**src/rd_pkg.sv**
```systemverilog
`default_nettype none

package rd_pkg;

  // input opcodes
  localparam logic [2:0] OP_PUSH_FRONT = 3'd0;
  localparam logic [2:0] OP_PUSH_BACK  = 3'd1;
  localparam logic [2:0] OP_POP_FRONT  = 3'd2;
  localparam logic [2:0] OP_POP_BACK   = 3'd3;
  localparam logic [2:0] OP_LIST       = 3'd4;

  // result status codes
  localparam logic [1:0] ST_OK    = 2'd0;
  localparam logic [1:0] ST_EMPTY = 2'd1;
  localparam logic [1:0] ST_FULL  = 2'd2;

  localparam logic [6:0] SCORE_MAX = 7'd100;

  typedef struct packed {
    logic [31:0] test_number;
    logic [63:0] name_first;
    logic [63:0] name_middle;
    logic [31:0] name_last;
    logic [6:0]  score;
  } record_t;

  typedef enum logic [2:0] {
    CMD_PUSH_FRONT,
    CMD_PUSH_BACK,
    CMD_POP_FRONT,
    CMD_POP_BACK,
    CMD_LIST
  } cmd_kind_e;

  typedef struct packed {
    cmd_kind_e kind;
    record_t   rec;
  } cmd_t;

endpackage

`default_nettype wire

```
**src/rd_cmd_fifo.sv**
```systemverilog
`default_nettype none

module rd_cmd_fifo (
  input  logic          clk_i,
  input  logic          rst_ni,
  input  logic          wr_valid_i,
  output logic          wr_ready_o,
  input  rd_pkg::cmd_t  wr_cmd_i,
  output logic          rd_valid_o,
  input  logic          rd_ready_i,
  output rd_pkg::cmd_t  rd_cmd_o
);
  import rd_pkg::*;

  localparam logic [1:0] FifoDepth = 2'd2;

  cmd_t       slot_q [2];
  logic       wr_ptr_q, wr_ptr_d;
  logic       rd_ptr_q, rd_ptr_d;
  logic [1:0] cnt_q, cnt_d;
  logic       do_wr, do_rd;

  assign wr_ready_o = (cnt_q != FifoDepth);
  assign rd_valid_o = (cnt_q != 2'd0);
  assign rd_cmd_o   = slot_q[rd_ptr_q];

  assign do_wr = wr_valid_i && wr_ready_o;
  assign do_rd = rd_valid_o && rd_ready_i;

  always_comb begin
    wr_ptr_d = do_wr ? ~wr_ptr_q : wr_ptr_q;
    rd_ptr_d = do_rd ? ~rd_ptr_q : rd_ptr_q;
    cnt_d    = cnt_q + {1'b0, do_wr} - {1'b0, do_rd};
  end

  always_ff @(posedge clk_i or negedge rst_ni) begin
    if (!rst_ni) begin
      wr_ptr_q <= 1'b0;
      rd_ptr_q <= 1'b0;
      cnt_q    <= 2'd0;
    end else begin
      wr_ptr_q <= wr_ptr_d;
      rd_ptr_q <= rd_ptr_d;
      cnt_q    <= cnt_d;
    end
  end

  always_ff @(posedge clk_i) begin
    if (do_wr) begin
      slot_q[wr_ptr_q] <= wr_cmd_i;
    end
  end

endmodule

`default_nettype wire

```
**config.mk**
```make
export PLATFORM = sky130hd
export DESIGN_NAME = rd_cmd_fifo
export DESIGN_NICKNAME = d
export VERILOG_FILES = /design/src/rd_pkg.sv /design/src/rd_cmd_fifo.sv
export SDC_FILE = /design/constraint.sdc
export NUM_CORES = 1
export LEC_CHECK = 0
export BUFFER_PORTS_ARGS = -buffer_cell sky130_fd_sc_hd__clkbuf_2
export CAP_MARGIN = 25
export CORE_MARGIN = 5
export CORE_UTILIZATION = 53
export DETAILED_ROUTE_END_ITERATION = 8
export PLACE_DENSITY = 0.85
export SYNTH_ARGS = -nofsm -noshare
export SYNTH_HDL_FRONTEND = slang
export SYNTH_SLANG_ARGS = --single-unit
```
**constraint.sdc**
```tcl
create_clock -name clk_i -period 14 [get_ports clk_i]
set_input_delay 1.4 -clock clk_i [delete_from_list [all_inputs] [get_ports clk_i]]
set_output_delay 1.4 -clock clk_i [all_outputs]
set_load 0.05 [all_outputs]
```
Word-level counts from Yosys, hierarchy flattened
Memory sizes are Yosys's and may differ from the RTL's.
Index checks and enable logic that the tools add are counted.

storage, ports and cells
  bits in registers = 4
  bits in writable memories = 404
  output and inout bits = 204
  word-level logic and storage cells = 14
  memories kept = 1

memories
  name    depth  width  read ports  clocked after memory_dff  write ports  line               source
  slot_q  2      202    1           0                         1            rd_cmd_fifo.sv:17  cmd_t slot_q [2];

cells by class
  add/subtract/negate cells = 2
  equality and inequality tests = 1
  multiplexer cells = 2
  bitwise operators = 2
  reductions and logical operators = 3

operators by type and width
  kind                                  count
  adder 2 x 1 -> 2 bit                  1
  logical AND 1 bit                     2
  two-way mux 1 bit                     2
  != test 2 bit, second input constant  1
  NOT 1 bit                             2
  nonzero test 2 bit                    1
  subtractor 2 x 1 -> 2 bit             1

Logic depth before layout (Yosys ltp)
  word-level depth = 4
  depth in mapped cells = 7
  gate-level depth less buffers = 7

Least setup slack after synthesis
Ideal clock, no wire load.

  kind = input-to-reg
  start point = input wr_valid_i
  end point = memory slot_q[0][0] (netlist bit), enable pin
  arrival time = 9.894 ns
  slack = 3.338 ns
  stages on the path = 2
  path through = nand2_1 -> nor2_1

on the way
  longest elaborated chain between the ends = 3

ends and longest elaborated chain
  element                                  line               source
  start: declaration                       rd_cmd_fifo.sv:6   input logic wr_valid_i,
  logical AND 1 bit                        rd_cmd_fifo.sv:27  assign do_wr = wr_valid_i && wr_ready_o;
  two-way mux 1 bit                        rd_cmd_fifo.sv:49  if (do_wr) begin
  two-way mux 1 bit (implied by the code)  rd_cmd_fifo.sv:50  slot_q[wr_ptr_q] <= wr_cmd_i;
  end: declaration                         rd_cmd_fifo.sv:17

No other way between the ends.

==> flow_summary.ini <==
[status]
outcome = complete, no violations

[clock_network]
cts_buffer_depth = 3
cts_sinks = 408
cts_hold_buffers = 0
clk_pin_slew_ps = 60
clockRootBuffer = clkbuf_16
h-tree-depth = 2
numCtsBuffers = 41
postCtsSetupBuffers = 0
insertion_delay_ps = 510
cts_tree = yes
cts_resized = 0

[setup_path]
crit_path_end_kind = primary output
crit_family = buffers and inverters
worstPathRequired_ps = 12600
crit_type = reg2out
cp_max_fo = 49
cp-start-kind = register
crit_top_cell = buf_4
cp_data_arrival_time_ps = 3630
crit_chain = buf_4 > buf_16 > buf_4 > mux2_2 > clkbuf_2
critPathBufInv = 4
crit_slowest_cell = dfrtp_4
cpPeakStageDelay_ps = 900

[global_route]
antenna_found_initial = 2
grt_max_degree = 78
grt_usage_pct = 18.7
grt_pass1_wl_mm = 47.6
gr-total-overflow = 0
grt_pass1_vias = 8319

[yosys]
syn-num-nets = 854
syn_area_mm2 = 0.0155
syn_inst = 646
synth-warning-count = 0
synth.ff_latch_count = 408
synth_seq_area_share_pct = 79.0
yosysUniqueCellTypes = 17
synth.avg_cell_area_um2 = 24.0

[detailed_routing]
drcViolationCount = 0
wl_per_cell_um = 21.2
viasPerCell = 5.08
dr.pass1.iters = 8
dr_total_vias = 7614
postRouteAntennaNets = 0
drt_iter0_drc = 468
routed_wl_mm = 31.8

[pwr]
vdd_drop_max_mv = 0.257
p_sw_share_pct = 40.2
p_switching_mw = 1.97
comb_power_share_pct = 42.6
power_mw = 4.92
total_leakage_power_nw = 7.75
p_int_mw = 2.94
seq_power_share_pct = 36.2
power_density_mw_per_mm2 = 256
clkPwrFrac_pct = 21.2

[flow_run]
cap_violations = 0

[floorplan]
start_util_pct = 53.8
fp.dieH_um = 181
io-pin-count = 410
core_area_mm2 = 0.0288
die_w_um = 181
rows = 62
die-area_mm2 = 0.0327

[sta]
rsz0062_at_grt = false
fmax_mhz = 199
slew_viol_final = 0
timing.slew.headroom_pct = 30.3
worst_pin_slew_ps = 1050
hold_viol = 0
min_period_ps = 5030
post-route-period-util_pct = 35.9
setup_viol = 0
fin_setup_tns_ps = 0
finClkSkew_ps = 12.7

[layout]
design_area_mm2 = 0.0192
finalNetCount = 1293
area_growth_pct = 23.9
post_route_cells_drive_above_1_share_pct = 61.0

[placed_design]
place_area_mm2 = 0.0179
place_hpwl_mm = 22.1
place_congestion = 0.789
port_buffers = 409

[min_path]
holdCritPathClass = reg2reg
[cell type report]
cell class              instances  area (um^2)
diodes                          2         5.00
clock buffers                  54         1070
clock inverters                16          208
fillers                      1861         9590
inverters                       1         3.75
multi-input cells             214         3020
flip-flops and latches        408        12200
well taps                     384          480
repair buffers                419         2160
[worst paths after layout]
path                            startpoint              to  slack (ps)  cells past startpoint
min in group asynchronous           rst_ni        wr_ptr_q         710                      1
max in group asynchronous           rst_ni        rd_ptr_q       13130                      1
worst max-delay path              rd_ptr_q     rd_cmd_o[0]        8970                      5
worst min register to register    cnt_q[0]        cnt_q[0]         530                      1
worst max register to register    cnt_q[1]  slot_q[1][132]       10930                      4
worst min-delay path              cnt_q[0]        cnt_q[0]         530                      1
[registers in the layout (all words and copies together) (netlist names)]
register / cells
slot_q: 404
cnt_q: 2
rd_ptr_q: 1
wr_ptr_q: 1
[cells in the final DEF, fill, tap and decap left out, drive strengths merged, types with 2 or more instances in the layout]
master,count
clkinv,10
xnor2,3
bufinv,5
dfrtp,4
edfxtp,404
buf,10
diode,2
inv,2
ha,2
mux2,202
clkbuf,463
[metrics by stage]
stage	std cells	util (%)	hold WS [ps]	setup WS, ps
3_3_place_gp	1424	62.0	502	9180
3_5_place_dp	1426	62.2	520	9460
2_1_floorplan	646	-	461	3340
5_1_grt	1498	66.7	559	8800
4_1_cts	1496	66.7	533	8910
6_report	1498	66.7	527	8970
[cells by family (layout without fill, tap and decap cells)]
group / count (synthesis) / after routing / share of synthesized area [%]
other cells: 0 / 2 / 0
simple gates: 6 / 6 / 0.210
mux: 202 / 202 / 18.8
fa+ha+maj: 2 / 2 / 0.162
flops: 408 / 408 / 79.0
buf+inv: 24 / 490 / 1.60
xor+xnor: 4 / 4 / 0.226
[synthesized netlist by cell type]
| library cell | n | area [um^2] |
|---|---|---|
| mux2_4 | 170 | 2550 |
| xnor2_1 | 3 | 26.3 |
| buf_2 | 3 | 15.0 |
| nor2_1 | 1 | 3.75 |
| inv_1 | 1 | 3.75 |
| nand2_1 | 1 | 3.75 |
| buf_6 | 19 | 214 |
| buf_8 | 1 | 15.0 |
| mux2_2 | 32 | 360 |
| dfrtp_1 | 4 | 100 |
| nand2b_1 | 1 | 6.26 |
| and3_1 | 1 | 6.26 |
| or2_2 | 1 | 6.26 |
| edfxtp_1 | 404 | 12100 |
| xor2_1 | 1 | 8.76 |
| and2_1 | 1 | 6.26 |
| ha_1 | 2 | 25.0 |
[per-layer routing]
layer	GRT usage, %	up-vias	wire, um	share of wire, %
met5	0	-	0	0
met4	6.06	0	892	2.8
met3	5.37	61	2750	8.6
met2	33.2	352	16500	52
met1	22.1	3744	11600	37
li1	-	3457	-	-
[worst reg2reg max path: stages, from the launching register on]
cell      delay (ps)
dfrtp_1          410
nand2b_1         130
and3_4           800
buf_4            670
buf_4            680
[power groups by stage]
stage	combinational, mW	sequential (mW)	clock (mW)
5_1_grt	2.17	1.80	1.13
3_5_place_dp	2.11	1.80	0
2_1_floorplan	1.77	1.82	0
4_1_cts	2.12	1.78	1.06
3_3_place_gp	2.08	1.79	0
6_report	2.10	1.78	1.04
No activity file was read; power rests on OpenSTA's default activity.
