## config.mk

```make
export PLATFORM = sky130hd
export DESIGN_NAME = rd_front
export DESIGN_NICKNAME = d
export VERILOG_FILES = /design/src/rd_pkg.sv /design/src/rd_front.sv
export SDC_FILE = /design/constraint.sdc
export NUM_CORES = 1
export LEC_CHECK = 0
export BUFFER_PORTS_ARGS = -buffer_cell sky130_fd_sc_hd__buf_2
export CAP_MARGIN = 15
export CORE_AREA = 5 5 154 156
export DETAILED_ROUTE_END_ITERATION = 10
export DIE_AREA = 0 0 159 161
export PLACE_DENSITY_LB_ADDON = 0.2
export SETUP_SLACK_MARGIN = 0.5
export SYNTH_ARGS = -nofsm -noshare
export SYNTH_HDL_FRONTEND = slang
export SYNTH_SLANG_ARGS = --single-unit
```

## constraint.sdc

```tcl
create_clock -name vclk -period 0.8
set_input_delay 0 -clock vclk [all_inputs]
set_output_delay 0 -clock vclk [all_outputs]
set_load 0.05 [all_outputs]
```

## src/rd_pkg.sv

```systemverilog
`default_nettype none

package rd_pkg;

  // input opcodes
  localparam logic [2:0] OP_PUSH_FRONT = 3'd0;
  localparam logic [2:0] OP_PUSH_BACK  = 3'd1;
  localparam logic [2:0] OP_POP_FRONT  = 3'd2;
  localparam logic [2:0] OP_POP_BACK   = 3'd3;
  localparam logic [2:0] OP_LIST       = 3'd4;

  // result status codes
  localparam logic [1:0] ST_OK    = 2'd0;
  localparam logic [1:0] ST_EMPTY = 2'd1;
  localparam logic [1:0] ST_FULL  = 2'd2;

  localparam logic [6:0] SCORE_MAX = 7'd100;

  typedef struct packed {
    logic [31:0] test_number;
    logic [63:0] name_first;
    logic [63:0] name_middle;
    logic [31:0] name_last;
    logic [6:0]  score;
  } record_t;

  typedef enum logic [2:0] {
    CMD_PUSH_FRONT,
    CMD_PUSH_BACK,
    CMD_POP_FRONT,
    CMD_POP_BACK,
    CMD_LIST
  } cmd_kind_e;

  typedef struct packed {
    cmd_kind_e kind;
    record_t   rec;
  } cmd_t;

endpackage

`default_nettype wire

```

## src/rd_front.sv

```systemverilog
`default_nettype none

module rd_front (
  input  logic          in_valid_i,
  output logic          in_ready_o,
  input  logic [2:0]    opcode_i,
  input  logic [31:0]   test_number_i,
  input  logic [63:0]   name_first_i,
  input  logic [63:0]   name_middle_i,
  input  logic [31:0]   name_last_i,
  input  logic [6:0]    score_i,
  output logic          cmd_valid_o,
  input  logic          cmd_ready_i,
  output rd_pkg::cmd_t  cmd_o
);
  import rd_pkg::*;

  logic      legal;
  cmd_kind_e kind;

  // undefined opcodes are taken and dropped
  always_comb begin
    legal = 1'b1;
    kind  = CMD_LIST;
    unique case (opcode_i)
      OP_PUSH_FRONT: kind = CMD_PUSH_FRONT;
      OP_PUSH_BACK:  kind = CMD_PUSH_BACK;
      OP_POP_FRONT:  kind = CMD_POP_FRONT;
      OP_POP_BACK:   kind = CMD_POP_BACK;
      OP_LIST:       kind = CMD_LIST;
      default:       legal = 1'b0;
    endcase
  end

  assign in_ready_o  = cmd_ready_i;
  assign cmd_valid_o = in_valid_i && legal;

  always_comb begin
    cmd_o.kind            = kind;
    cmd_o.rec.test_number = test_number_i;
    cmd_o.rec.name_first  = name_first_i;
    cmd_o.rec.name_middle = name_middle_i;
    cmd_o.rec.name_last   = name_last_i;
    cmd_o.rec.score       = (score_i > SCORE_MAX) ? SCORE_MAX : score_i;
  end

endmodule

`default_nettype wire

```

# After elaboration in Yosys (flattened, before gate mapping)
# Cells that the tools add are included.
[totals]
wordCells = 11
inputBits = 204
output_inout_bits = 204
reg_bits = 0
[op_classes]
muxes = 3
n_reduce_logical = 3
order_cmp = 1
eq_ne = 4
[op_table]
columns = ["op", "n"]
rows = [
  ["3-bit case mux with 4 select lines", 1],
  ["7-bit greater-than comparator, second input constant", 1],
  ["7-bit 2-to-1 mux", 1],
  ["3-bit by 2-bit equality test with 1-bit output, second input constant", 2],
  ["5-bit OR reduction", 1],
  ["3-bit by 1-bit equality test with 1-bit output, second input constant", 1],
  ["3-bit equality test, second input constant", 1],
  ["3-bit logical NOT", 1],
  ["1-bit logical AND", 1],
  ["1-bit 2-to-1 mux", 1],
]

# Depth between registers and ports, before layout
# Gate-level depths: netlist (run 1).
[logic_depth]
depth_word = 4
mapped_depth = 2
depth_no_buf = 2

# Worst setup path before layout (run 1)
# Ideal clock, no wire load.
[synth_path]
kind = "input -> output"
startpoint = "input port score_i[6]"
endpoint = "output port cmd_o[2] (netlist bit)"
path_buffers = 0
t_required_ns = 0.800
path_slack_ns = -0.010
arrival_time_ns = 0.810
cell_stages = 2
cell_sequence = "nand2_1 > o21bai_1"
[synth_rtl]
columns = ["element", "line", "source"]
rows = [
  ["start, declared", "rd_front.sv:11", "input logic [6:0] score_i,"],
  ["end, declared", "rd_front.sv:14", "output rd_pkg::cmd_t cmd_o"],
]

==> metrics.md, run 1 <==
| Metric | Value |
|---|---|
| Drt initial violations | 15 |
| Ports | 408 |
| Design Power | 380 uW |
| Synth area leaders | buf_4, and2_1, nor2b_1, clkbuf_1, o311ai_1 |
| Worst vdd ir | 0.120 mV |
| Max frequency | 1400 MHz |
| Setup Viol. Count Final | 0 |
| Row count | 55 |
| Critical Path Sink Type | primary output |
| Rel. slew slack | 84.7% |
| Post-CTS Setup Inserts | 0 |
| DR DRC count | 0 |
| Synth area leader | buf_4 |
| Critical setup path kind | in -> out |
| Share of layout cells above drive strength 1 | 100% |
| Die ar. | approximately 26000 um^2 |
| Most frequent cells in the layout | buf_8, buf_6, and2_4, buf_2, buf_4 |
| Syn avg cell area | 7.37 um^2 |
| Mapped Cells | 208 |
| Vias per cell | 1.57 |
| Crit path max fanout | 2 |
| Library cells used by synthesis | 10 |
| GRT Total Usage | 3.18% |
| Starting density of the core | 6.90% |
| Register area | 0 um^2 |
| YS warnings | 0 |
| Pleak | between 0.00015 and 0.0002 uW |
| Register area share after synthesis | 0% |
| Final Slew Violations | 0 |
| Layout Nets | between 200 and 250 |
| Routed Antenna Nets | 0 |
| Synth Area in Adders | 0% |
| Main combinational cell family by area after synthesis | buffers and inverters |
| Area Overhead vs Synth | -49.3% |
| Unrepaired setup endpoints after global routing | yes |
| MaxCap Viol Count | 0 |
| Mapped Nets | just over 400 |
| Hold Crit Class | in -> out |
| Seq Cell Count | 0 |
| Port Buffers | 22 |
| Status | finished, final reports clean |
| Avg WL per Cell | around 15 um |
| Final Wtd Congestion | around 0.55 |
| Ant diodes | 0 |
| Synth Area in Simple Gates | 3.43% |
| PwrDens | 488 nW/um^2 |
| Initial antenna violation count | 0 |
| Critical path required time | 0.80 ns |
| Largest net degree at the start of global routing | 5 |
| Worst slew pin tran | between 0.2 and 0.25 ns |
| Clock Buffer Count | 0 |
| Setup TNS | 0 ns |
| CP startpoint kind | input port |
| Vias in the first global route | 613 |
| WL final | 4.85 mm |
| Final non-filler cell area | 778 um^2 |
| Minimum clock period | about 0.7 ns |
| Vert. Die Dim | 161 um |
| Chip width | 159 um |
| Most common cell after layout, fill and taps aside | buf_8 |
| 1st-pass router iterations | 2 |
| Remaining Overflow, GRT | 0 |
| Period utilization | between 80% and 90% |
| Mux share of post-synthesis cell area | 0% |
| Final number of hold-violating endpoints | 0 |
| Crit path DAT | 0.72 ns |
| Hold buffers post-CTS | 0 |
| Via count | 501 |
| Post-Syn Area | 1530 um^2 |
| First-pass GRT wire length | 5.69 mm |
| Synth top area share | approximately 94% |
| Area share of xor/xnor cells in the synthesized design | 0% |
| Compound-Gate Fraction of Synth Area | 1.39% |
| Post-place instance area | 622 um^2 |
| Core area | 22200 um^2 |
[critical path: stages]
cell	delay [ns]
buf_8	0.10
o311ai_4	0.28
and2_4	0.20
buf_12	0.13
[routing by layer]
layer / wire length (um) / vias to the layer above / track usage, % / share of wire, %
met5: 0 / - / 0 / 0
li1: - / 86 / - / -
met3: 1550 / 94 / 4.13 / 32
met2: 2030 / 191 / 4.62 / 42
met4: 764 / 0 / 4.77 / 16
met1: 504 / 130 / 1.08 / 10
[area by class of cell]
type | count | area, um^2
Timing Repair Buffer | 22 | 265
Fill cell | 2623 | 21400
Multi-Input combinational cell | 12 | 156
Tap cell | 285 | 357
[synthesized netlist by cell type]
cell type,count
nor2b_1,2
o21ai_0,1
nor2_1,1
clkbuf_1,3
and2_1,4
and2_2,1
buf_4,193
o21bai_1,1
o311ai_1,1
nand2_1,1
[power by group]
part / total [uW] / internal, uW / switching, uW
Clock: 0 / 0 / 0
Combinational: 380 / 179 / 201
Sequential: 0 / 0 / 0
Total: 380 / 179 / 201
[final timing paths]
kind / startpoint / end / cells past startpoint
worst min-delay path: name_last_i[24] / cmd_o[31] / 0
worst max-delay path: score_i[2] / cmd_o[1] / 4
[kinds of logic after synthesis]
family | count (synthesis)
AND/OR/NAND/NOR | 9
buffers and inverters | 196
AO/OA/AOI/OAI | 3
[metrics by stage]
| stage | instances | util [%] | hold WS [ns] | setup WS, ns |
|---|---|---|---|---|
| floorplan | 208 | - | 0.0579 | 0.270 |
| global placement | 319 | 2.80 | 0.000341 | -0.0440 |
| detailed placement | 319 | 2.80 | 0.000341 | -0.0389 |
| CTS | 319 | 3.41 | 0.000341 | 0.0802 |
| global route | 319 | 3.50 | 0.0000662 | 0.0506 |
| finish | 319 | 3.50 | 0.0000193 | 0.0836 |
[timing repair]
action                     CTS  global route
hold endpoints to repair     0             0
pin swaps                    7             4
resized for setup           40             4
setup endpoints to repair   11             8
No activity file was read; power rests on OpenSTA's default activity.
==> run 2: changes to the inputs <==
==> constraint.sdc (replaced) <==
create_clock -name vclk -period 0.9
set_input_delay 0 -clock vclk [all_inputs]
set_output_delay 0 -clock vclk [all_outputs]
set_load 0.05 [all_outputs]
==> run 2 against run 1 <==
Sequential share of layout area unchanged. Die area unchanged. First-iteration DRC count is 13% higher. Hold slack barely moved. Global-route usage up 0.17 points. Final cell count is 0.63% higher. Via count is 5.4% higher. Non-clock buffer count increased by 2. Largest power group unchanged.
==> metrics.md, run 2 (synthesis results as in run 1) <==
| Metric | Value |
|---|---|
| Final Slew Violations | 0 |
| Clock power share | 0% |
| Unrepaired setup endpoints after global routing | yes |
| Drt initial violations | 17 |
| Port Buffers | 22 |
| Crit path DAT | 0.73 ns |
| P_sw | 172 uW |
| Final number of hold-violating endpoints | 0 |
| DR DRC count | 0 |
| Comb pwr share | 100.0% |
| Final non-filler cell area | 761 um^2 |
| Setup Viol. Count Final | 0 |
| Critical Path Sink Type | primary output |
| Net Sw Frac | 53.4% |
| P_int | between 150 and 200 uW |
| Critical hold path startpoint | test_number_i[21] |
| MaxCap Viol Count | 0 |
| Starting density of the core | 6.90% |
| Largest net degree at the start of global routing | 5 |
| Remaining Overflow, GRT | 0 |
| Layout Nets | between 200 and 250 |
| Most frequent cells in the layout | buf_8, buf_2, buf_6, and2_4, nor2b_4 |
| Max frequency | 1370 MHz |
| Vias per cell | 1.64 |
| Hold Crit Class | in -> out |
| Register area | 0 um^2 |
| Row count | between 50 and 60 |
| Core area | between 20000 and 25000 um^2 |
| Status | finished, final reports clean |
| PwrDens | roughly 420 nW/um^2 |
| First-pass GRT wire length | 5.99 mm |
| Clock Buffer Count | 0 |
| Ant diodes | 0 |
| WHS Endpoint | cmd_o[188] |
| Pleak | 0.000200 uW |
| Setup TNS | 0 ns |
| Placed cell count | 319 |
| Hold buffers post-CTS | 0 |
| Routed Antenna Nets | 0 |
| Final Wtd Congestion | 0.542 |
| CP startpoint kind | input port |
| Vias in the first global route | 654 |
| Fin cells | 321 |
| Critical path required time | 0.90 ns |
| Avg WL per Cell | ~16 um |
| Area Overhead vs Synth | -50.4% |
| Ports | 408 |
| Via count | between 500 and 600 |
| WL final | around 5 mm |
| Initial antenna violation count | 0 |
| Post-place instance area | 594 um^2 |
| Most common cell after layout, fill and taps aside | buf_8 |
| GRT Total Usage | roughly 3.3% |
| Critical setup path kind | in -> out |
| Die ar. | 25600 um^2 |
| Vert. Die Dim | 161 um |
| Period utilization | between 80% and 90% |
| Minimum clock period | 0.729 ns |
| Hold Crit Depth | 0 |
| Crit path max fanout | 2 |
| Seq Cell Count | 0 |
| Worst vdd ir | about 0.09 mV |
| Share of layout cells above drive strength 1 | 100% |
| Reg power frac | 0% |
| Chip width | 159 um |
| 1st-pass router iterations | 2 |
| Rel. slew slack | 82.3% |
| Worst slew pin tran | approximately 0.27 ns |
## run 2: cell count changes in the layout (fill, tap and decap cells not counted)
cell     delta
buf_2       +4
buf_12      -2
buf_4       -2
buf_6       +1
buf_8       +1
nand2_4     +1
nand2_8     -1
## run 2: how the worst max path moves through the flow
stage,start,to,slack (ns),depth (start not counted)
final,score_i[2],cmd_o[0],0.17,4
after global routing,score_i[3],cmd_o[1],0.14,4
after CTS,score_i[2],cmd_o[1],0.17,4
after detailed placement,score_i[3],cmd_o[1],0.03,4
after global placement,score_i[3],cmd_o[0],0.02,4
after floorplan,score_i[3],cmd_o[0],0.37,2
## run 2: area by class of cell
type	instances	area, um^2
multi-input cells	12	148
well taps	285	357
repair buffers	24	256
fillers	2635	21500
## run 2: per-stage QoR
step | setup WS, ns | total power [uW] | util [%] | hold WS [ns]
after floorplan | 0.370 | 2470 | - | 0.0579
after global placement | 0.0244 | 229 | 2.67 | 0.000341
after detailed placement | 0.0336 | 229 | 2.67 | 0.000341
after CTS | 0.173 | 302 | 3.23 | 0.000341
after global routing | 0.140 | 336 | 3.42 | 0.0000662
final | 0.171 | 322 | 3.42 | 0.0000193
## run 2: timing repair
action                                  in CTS  in global routing
resized for setup                           35                 11
buffers inserted                             1                  1
endpoints found under the setup margin      11                  8
pin swaps                                    8                  5
## run 2: power by group through the flow
stage                     clock network (uW)  registers, uW  logic (uW)
after floorplan                            0              0        2470
after global placement                     0              0         229
after detailed placement                   0              0         229
after CTS                                  0              0         302
after global routing                       0              0         336
final                                      0              0         322
## run 2: per-layer routing
layer	vias up	GRT usage [%]	part of all wire [%]
met5	-	1.33	0
met4	0	4.92	15
met3	102	3.93	29
met2	188	4.66	41
met1	148	1.48	14
li1	90	-	-
## run 2: critical path, stage by stage
cell	delay (ns)
buf_8	0.10
o311ai_4	0.29
and2_4	0.20
buf_8	0.14
